**config.mk**
```make
export PLATFORM = sky130hd
export DESIGN_NAME = char_buffer_block_delete
export DESIGN_NICKNAME = d
export VERILOG_FILES = /design/src/rtl/cbbd_pkg.sv /design/src/rtl/char_buffer_block_delete.sv /design/src/rtl/cbbd_ram.sv /design/src/rtl/cbbd_ctrl.sv
export SDC_FILE = /design/constraint.sdc
export NUM_CORES = 2
export LEC_CHECK = 0
export ABC_AREA = 0
export BUFFER_PORTS_ARGS = -buffer_cell sky130_fd_sc_hd__buf_2
export CAP_MARGIN = 0
export CORE_ASPECT_RATIO = 0.5
export CORE_MARGIN = 8
export CORE_UTILIZATION = 45
export DETAILED_ROUTE_END_ITERATION = 8
export GPL_TIMING_DRIVEN = 1
export PLACE_DENSITY = 0.57
export SETUP_SLACK_MARGIN = 0.2
export SLEW_MARGIN = 5
export SYNTH_ARGS = -nofsm -noshare
export SYNTH_HDL_FRONTEND = slang
export SYNTH_SLANG_ARGS = --single-unit
```
**constraint.sdc**
```tcl
create_clock -name aclk -period 12.1 [get_ports aclk]
set_input_delay 1.21 -clock aclk [delete_from_list [all_inputs] [get_ports aclk]]
set_output_delay 1.21 -clock aclk [all_outputs]
set_load 0.01 [all_outputs]
```
**src/rtl/cbbd_pkg.sv**
```systemverilog
// Shared types, codes and sizes for the character buffer with range delete.
// Used by cbbd_ram, cbbd_ctrl and char_buffer_block_delete; no dependencies.
package cbbd_pkg;

    localparam int DEPTH  = 256;
    localparam int ADDR_W = $clog2(DEPTH);
    localparam int CNT_W  = ADDR_W + 1;

    localparam logic [1:0] OP_APPEND = 2'd0;
    localparam logic [1:0] OP_DELETE = 2'd1;
    localparam logic [1:0] OP_REMOVE = 2'd2;
    localparam logic [1:0] OP_READ   = 2'd3;

    localparam logic [1:0] ST_OK   = 2'd0;
    localparam logic [1:0] ST_FULL = 2'd1;
    localparam logic [1:0] ST_BAD  = 2'd2;

    // Request to the byte memory: one write and one registered read per cycle.
    typedef struct packed {
        logic              we;
        logic [ADDR_W-1:0] waddr;
        logic [7:0]        wdata;
        logic              re;
        logic [ADDR_W-1:0] raddr;
    } mem_req_t;

    // Finished result handed from the sequencer to the output register.
    typedef struct packed {
        logic [7:0]       read_char;
        logic [CNT_W-1:0] length;
        logic [1:0]       status;
    } result_t;

endpackage

```
**src/rtl/char_buffer_block_delete.sv**
```systemverilog
// Top level of the character buffer with range delete: stream ports, the
// output register and the instances of cbbd_ctrl and cbbd_ram.
// Depends on cbbd_pkg, cbbd_ctrl and cbbd_ram.
//
// Usage: each beat on the s_ channel carries one command (append, delete a
// block, remove every copy of a byte, read a position). Each command gives
// exactly one result beat on the m_ channel with the byte read, the length
// after the command and a status code.
// Append and rejected commands pass from acceptance through the start step
// to the result register; a read adds a registered memory read. Delete and
// remove walk the store one entry at a time (a registered memory read, then
// the conditional write), so their time grows with the entries moved or
// scanned, at most DEPTH. The single-port-pair byte memory sets this pace.
// Throughput: one command at a time; s_tready is high only while the
// sequencer is idle. A finished result sits in the output register, so the
// next command may be taken while that result waits for the receiver.
// Stall: if m_tready stays low, the result holds and the next finished
// result waits in the sequencer until the output register is free.
// Reset: aresetn low at a clock edge empties the buffer (length zero) and
// drops any pending result. The byte store itself is not cleared; only
// entries below the length are ever read.
module char_buffer_block_delete (
    input  logic        aclk,
    input  logic        aresetn,
    input  logic        s_tvalid,
    output logic        s_tready,
    // op [1:0], char_value [9:2], left [17:10], right [25:18],
    // read_position [33:26], zero fill [39:34]
    input  logic [39:0] s_tdata,
    output logic        m_tvalid,
    input  logic        m_tready,
    // read_char [7:0], length [16:8], status [18:17], zero fill [23:19]
    output logic [23:0] m_tdata
);

    cbbd_pkg::mem_req_t mem_req;
    logic [7:0]         mem_rdata;
    logic               res_valid;
    logic               res_ready;
    cbbd_pkg::result_t  res;

    logic               out_valid_reg;
    cbbd_pkg::result_t  out_data_reg;

    cbbd_ctrl u_ctrl (
        .aclk          (aclk),
        .aresetn       (aresetn),
        .in_valid      (s_tvalid),
        .in_ready      (s_tready),
        .op            (s_tdata[1:0]),
        .char_value    (s_tdata[9:2]),
        .left          (s_tdata[17:10]),
        .right         (s_tdata[25:18]),
        .read_position (s_tdata[33:26]),
        .mem_req       (mem_req),
        .mem_rdata     (mem_rdata),
        .res_valid     (res_valid),
        .res_ready     (res_ready),
        .res           (res)
    );

    cbbd_ram u_ram (
        .aclk  (aclk),
        .req   (mem_req),
        .rdata (mem_rdata)
    );

    // The output register takes a new result when it is empty or its
    // current beat leaves in this cycle.
    assign res_ready = !out_valid_reg || m_tready;

    always_ff @(posedge aclk) begin
        if (!aresetn) begin
            out_valid_reg <= 1'b0;
        end else if (res_ready) begin
            out_valid_reg <= res_valid;
        end
    end

    always_ff @(posedge aclk) begin
        if (res_ready && res_valid) begin
            out_data_reg <= res;
        end
    end

    assign m_tvalid = out_valid_reg;
    assign m_tdata  = {5'd0, out_data_reg.status, out_data_reg.length,
                       out_data_reg.read_char};

endmodule

```
**src/rtl/cbbd_ram.sv**
```systemverilog
// Byte store of the character buffer: one write port, one read port with
// registered read data. Depends on cbbd_pkg.
module cbbd_ram (
    input  logic               aclk,
    input  cbbd_pkg::mem_req_t req,
    output logic [7:0]         rdata
);

    logic [7:0] mem [cbbd_pkg::DEPTH];
    logic [7:0] rdata_reg;

    always_ff @(posedge aclk) begin
        if (req.we) begin
            mem[req.waddr] <= req.wdata;
        end
        if (req.re) begin
            rdata_reg <= mem[req.raddr];
        end
    end

    assign rdata = rdata_reg;

endmodule

```
**src/rtl/cbbd_ctrl.sv**
```systemverilog
// Sequencer of the character buffer: keeps the fill count and walks the
// byte store one entry at a time through a read/write step pair.
// Depends on cbbd_pkg.
module cbbd_ctrl (
    input  logic                      aclk,
    input  logic                      aresetn,
    input  logic                      in_valid,
    output logic                      in_ready,
    input  logic [1:0]                op,
    input  logic [7:0]                char_value,
    input  logic [7:0]                left,
    input  logic [7:0]                right,
    input  logic [7:0]                read_position,
    output cbbd_pkg::mem_req_t        mem_req,
    input  logic [7:0]                mem_rdata,
    output logic                      res_valid,
    input  logic                      res_ready,
    output cbbd_pkg::result_t         res
);

    localparam logic [2:0] S_IDLE  = 3'd0;
    localparam logic [2:0] S_START = 3'd1;
    localparam logic [2:0] S_RD    = 3'd2;
    localparam logic [2:0] S_WR    = 3'd3;
    localparam logic [2:0] S_DONE  = 3'd4;

    localparam int AW = cbbd_pkg::ADDR_W;
    localparam int CW = cbbd_pkg::CNT_W;
    localparam logic [CW-1:0] DEPTH_C = CW'(cbbd_pkg::DEPTH);

    logic [2:0]    state_reg, state_next;
    logic [CW-1:0] fill_reg, fill_next;
    logic [CW-1:0] src_reg, src_next;
    logic [CW-1:0] dst_reg, dst_next;
    logic [1:0]    op_reg;
    logic [7:0]    ch_reg, lo_reg, hi_reg, pos_reg;
    logic [1:0]    status_reg, status_next;
    logic [7:0]    rchar_reg, rchar_next;
    logic [CW-1:0] hi_ext;

    assign in_ready  = (state_reg == S_IDLE);
    assign res_valid = (state_reg == S_DONE);
    assign hi_ext    = {1'b0, hi_reg};

    always_ff @(posedge aclk) begin
        if (in_valid && in_ready) begin
            op_reg  <= op;
            ch_reg  <= char_value;
            lo_reg  <= left;
            hi_reg  <= right;
            pos_reg <= read_position;
        end
        src_reg    <= src_next;
        dst_reg    <= dst_next;
        status_reg <= status_next;
        rchar_reg  <= rchar_next;
    end

    always_ff @(posedge aclk) begin
        if (!aresetn) begin
            state_reg <= S_IDLE;
            fill_reg  <= '0;
        end else begin
            state_reg <= state_next;
            fill_reg  <= fill_next;
        end
    end

    always_comb begin
        state_next    = state_reg;
        fill_next     = fill_reg;
        src_next      = src_reg;
        dst_next      = dst_reg;
        status_next   = status_reg;
        rchar_next    = rchar_reg;
        mem_req.we    = 1'b0;
        mem_req.waddr = dst_reg[AW-1:0];
        mem_req.wdata = mem_rdata;
        mem_req.re    = 1'b0;
        mem_req.raddr = src_reg[AW-1:0];
        case (state_reg)
            S_IDLE: begin
                if (in_valid) begin
                    state_next  = S_START;
                    status_next = cbbd_pkg::ST_OK;
                    rchar_next  = 8'd0;
                end
            end
            S_START: begin
                case (op_reg)
                    cbbd_pkg::OP_APPEND: begin
                        state_next = S_DONE;
                        if (fill_reg < DEPTH_C) begin
                            mem_req.we    = 1'b1;
                            mem_req.waddr = fill_reg[AW-1:0];
                            mem_req.wdata = ch_reg;
                            fill_next     = fill_reg + CW'(1);
                        end else begin
                            status_next = cbbd_pkg::ST_FULL;
                        end
                    end
                    cbbd_pkg::OP_DELETE: begin
                        if (lo_reg > hi_reg || hi_ext >= fill_reg) begin
                            status_next = cbbd_pkg::ST_BAD;
                            state_next  = S_DONE;
                        end else begin
                            src_next   = hi_ext + CW'(1);
                            dst_next   = {1'b0, lo_reg};
                            state_next = S_RD;
                        end
                    end
                    cbbd_pkg::OP_REMOVE: begin
                        src_next   = '0;
                        dst_next   = '0;
                        state_next = S_RD;
                    end
                    default: begin
                        if ({1'b0, pos_reg} < fill_reg) begin
                            src_next   = {1'b0, pos_reg};
                            state_next = S_RD;
                        end else begin
                            status_next = cbbd_pkg::ST_BAD;
                            state_next  = S_DONE;
                        end
                    end
                endcase
            end
            S_RD: begin
                // A read always has its position below the fill count, so
                // only the moving operations ever leave through this end test.
                if (src_reg >= fill_reg) begin
                    fill_next  = dst_reg;
                    state_next = S_DONE;
                end else begin
                    mem_req.re = 1'b1;
                    state_next = S_WR;
                end
            end
            S_WR: begin
                if (op_reg == cbbd_pkg::OP_READ) begin
                    rchar_next = mem_rdata;
                    state_next = S_DONE;
                end else begin
                    if (op_reg == cbbd_pkg::OP_DELETE || mem_rdata != ch_reg) begin
                        mem_req.we = 1'b1;
                        dst_next   = dst_reg + CW'(1);
                    end
                    src_next   = src_reg + CW'(1);
                    state_next = S_RD;
                end
            end
            S_DONE: begin
                if (res_ready) begin
                    state_next = S_IDLE;
                end
            end
            default: begin
                state_next = S_IDLE;
            end
        endcase
    end

    assign res.read_char = rchar_reg;
    assign res.length    = fill_reg;
    assign res.status    = status_reg;

    a_fill_bound: assert property (@(posedge aclk) disable iff (!aresetn)
        fill_reg <= DEPTH_C)
        else $error("fill count above depth");

    a_dst_behind: assert property (@(posedge aclk) disable iff (!aresetn)
        (state_reg == S_RD || state_reg == S_WR) && op_reg != cbbd_pkg::OP_READ
        |-> dst_reg <= src_reg)
        else $error("write pointer passed read pointer");

    a_we_states: assert property (@(posedge aclk) disable iff (!aresetn)
        mem_req.we |-> (state_reg == S_START || state_reg == S_WR))
        else $error("memory write outside a write step");

    a_done_leaves: assert property (@(posedge aclk) disable iff (!aresetn)
        (state_reg == S_DONE && res_ready) |=> state_reg == S_IDLE)
        else $error("result taken but sequencer did not return to idle");

endmodule
```
==> metrics.md <==
| Metric | Value |
|---|---|
| Ys Warns | 0 |
| Final Skew | 0.0368 ns |
| Final routed DRC violation total | 0 |
| Max-Cap Viols | 0 |
| Share of layout cells above drive strength 1 | 0.205 |
| RSZ-0062 raised after global routing | no |
| Post-synth top area cell | edfxtp_1 |
| Row Count | 113 |
| Cell Area, Synth | 85,300 sq um |
| Fin crit period | 5.37 ns |
| Clk sink count | 2,150 |
| Total global routing overflow | 0 |
| Synth cell types | 80 |
| Routed wire per std cell | 32.5 um |
| Area delta synth->final | 10.6% |
| Slew @ Worst Pin | 1.31 ns |
| FMAX | 186 MHz |
| Avg Synthesized Cell Area | 19.9 sq um |
| Largest net degree at the start of global routing | 217 |
| Vias in the first global route | 44,000 |
| Cts repair resizes | 0 |
| Chip width | 632 um |
| GP Congestion | 0.835 |
| Sequential share of the synthesized area | 0.756 |
| Hold WS | 0.420 ns |
| # port buffers | 58 |
| I/O Pins | 70 |
| HPWL Detailed | 134,000 um |
| Final hold viol count | 0 |
| Via count | 44,000 |
| Critical Path AT | 5.92 ns |
| Setup TNS | 0 ns |
| Placed Area | 88,400 sq um |
| 1st-iter DRT viols | 5,276 |
| Initial Utilization | 0.451 |
| CP cell instances | buf_4 > buf_4 > and2_2 > buf_4 > a22o_1 > a211oi_1 > a211oi_1 > o22ai_1 > a221oi_1 |
| Synthesis-stage register bit count | 2,150 |
| Clock-pin slew on the worst setup and hold paths | 0.06 ns |
| Number of nets with antenna violations after routing | 0 |
| Critical Path Fanout Max | 32 |
| Final Max Tran Viols | 0 |
| CP Launch Type | flop |
| Min-delay worst type | reg -> reg |
| Max Buffers Root-to-Sink | 4 |
| Status | completed |
| Design Area, Final | 94,400 sq um |
| Critical Path RT | 12.65 ns |
| First-pass GRT wire length | 327,000 um |
| Post-synth top cells | 2,137 x edfxtp_1, 462 x mux4_2, 317 x nor2_1 |
| Synth area leaders | edfxtp_1 75%, mux4_2 12%, mux2i_1 1.9% |
| Die Span Y | 324 um |
| Placeable Area | 189,000 sq um |
| Async SR Flop Fraction | 0 |
| H-tree Lvls | 4 |
| Reg with most FFs | u_ram.mem |
| Synth top area share | 0.752 |
| Clock Latency Late Sink | 0.84 ns |
| CP endpoint kind | flop |
| TritonCTS Buffers | 198 |
| Leakage power | 29.3 nW |
| Total iterations of the first detailed-routing run | 5 |
| WS Path Type | reg -> reg |
| Final nets | 4,488 |
| Max stage delay on crit path | 0.96 ns |
| Max reg flops | 2,048 |
| DRT Wirelength | 230,000 um |
| Register-to-register setup slack | 6.73 ns |
| Pwr/cell area | 163 nW/um^2 |
| Final period utilization | 0.444 |
| Die Area | 205,000 sq um |
| Post-DR vias/cell | 6.21 |
| # hold bufs at CTS | 0 |
| Clock root cell | clkbuf_16 |
| Initial antenna violation count | 7 |
| GRT Total Usage | 0.222 |
| Number of synthesized flops with an enable pin | 2,137 |
| Slew headroom | 0.127 |
| Most used DFF post-synth | edfxtp_1 |
| TritonCTS clock tree | done |
| # setup viols final | 0 |
| Synthesized netlist cell count | 4,294 |
| Peak supply drop | 0.135 mV |
| Post-CTS Setup Bufs | 0 |
| Most frequent CP cell | buf_4 |
| CP max-delay cell | and2_2 |
| Most common cell in the netlist | edfxtp_1 |
## final timing paths
path,startpoint,cells after the start,end
min,u_ctrl.rchar_reg[0],0,m_tdata[0]
min reg2reg,u_ctrl.rchar_reg[0],0,m_tdata[0]
max,u_ctrl.src_reg[2],9,u_ram.rdata[5]
max reg2reg,u_ctrl.src_reg[2],9,u_ram.rdata[5]
## kinds of logic after synthesis
group	count (synthesis)	synth area share
compound gates	458	0.0375
xor+xnor	27	0.00277
fa+ha+maj	41	0.00602
buf+inv	295	0.0197
flops	2150	0.756
mux	631	0.143
other cells	1	0.0000440
simple gates	691	0.0358
## cell type report
type | instances | area (sq um)
fill | 15100 | 94700
sequential | 2150 | 64400
multi-input combinational | 1853 | 19500
clock buffer | 238 | 5170
tap | 2530 | 3170
timing repair buffer | 163 | 1200
clock inverter | 107 | 766
inverter | 37 | 143
antenna | 2 | 5.00
## power breakdown
part	total (mW)	internal (mW)	switching, mW
logic	1.16	0.381	0.780
clock network	5.96	3.26	2.70
registers	8.24	8.20	0.0371
## metrics by stage
| step | std cells | total power [mW] | setup slack [ns] | utilization |
|---|---|---|---|---|
| final | 7080 | 15.4 | 6.73 | 0.499 |
| after global routing | 7078 | 15.8 | 6.78 | 0.499 |
| after CTS | 7078 | 15.4 | 6.92 | 0.499 |
| after detailed placement | 6733 | 9.55 | 6.93 | 0.468 |
| after global placement | 6733 | 9.54 | 6.95 | 0.468 |
| after floorplan | 4298 | 9.10 | 6.88 | - |
## placed cells by master, fill, tap and decap left out, types with 9 or more instances in the layout
cell type	count
edfxtp_1	2137
mux4_2	462
nor2_1	315
clkbuf_16	201
mux2i_1	158
nand2_1	139
nand3_1	98
buf_4	95
a21oi_1	93
clkinv_1	61
o21ai_0	59
buf_2	58
a22oi_1	54
ha_1	41
a221oi_1	39
clkbuf_1	37
inv_1	33
clkinv_2	32
o22ai_1	32
o221ai_1	27
xnor2_1	22
and3_1	21
nor3_1	20
a211oi_1	20
a31oi_1	17
a22o_1	15
nand3b_1	15
dfxtp_1	13
o211ai_1	12
nand2b_1	11
bufinv_16	11
nand4_1	10
o31ai_4	10
buf_12	10
nor2b_1	9
nand2_4	9
## critical path, delay by kind of cell, from the launching register on
| family | cells | cell delay, ns |
|---|---|---|
| simple gates | 1 | 0.96 |
| compound gates | 5 | 2.14 |
| flops | 1 | 0.32 |
| buf+inv | 3 | 1.55 |
## routing by layer
metal	track usage	part of all wire	wire, um
met1	0.329	0.43	99200
met2	0.337	0.45	104000
met3	0.0500	0.094	21500
met4	0.0539	0.024	5630
met5	0.00116	0.00026	61
(Power assumes the default switching activity.)
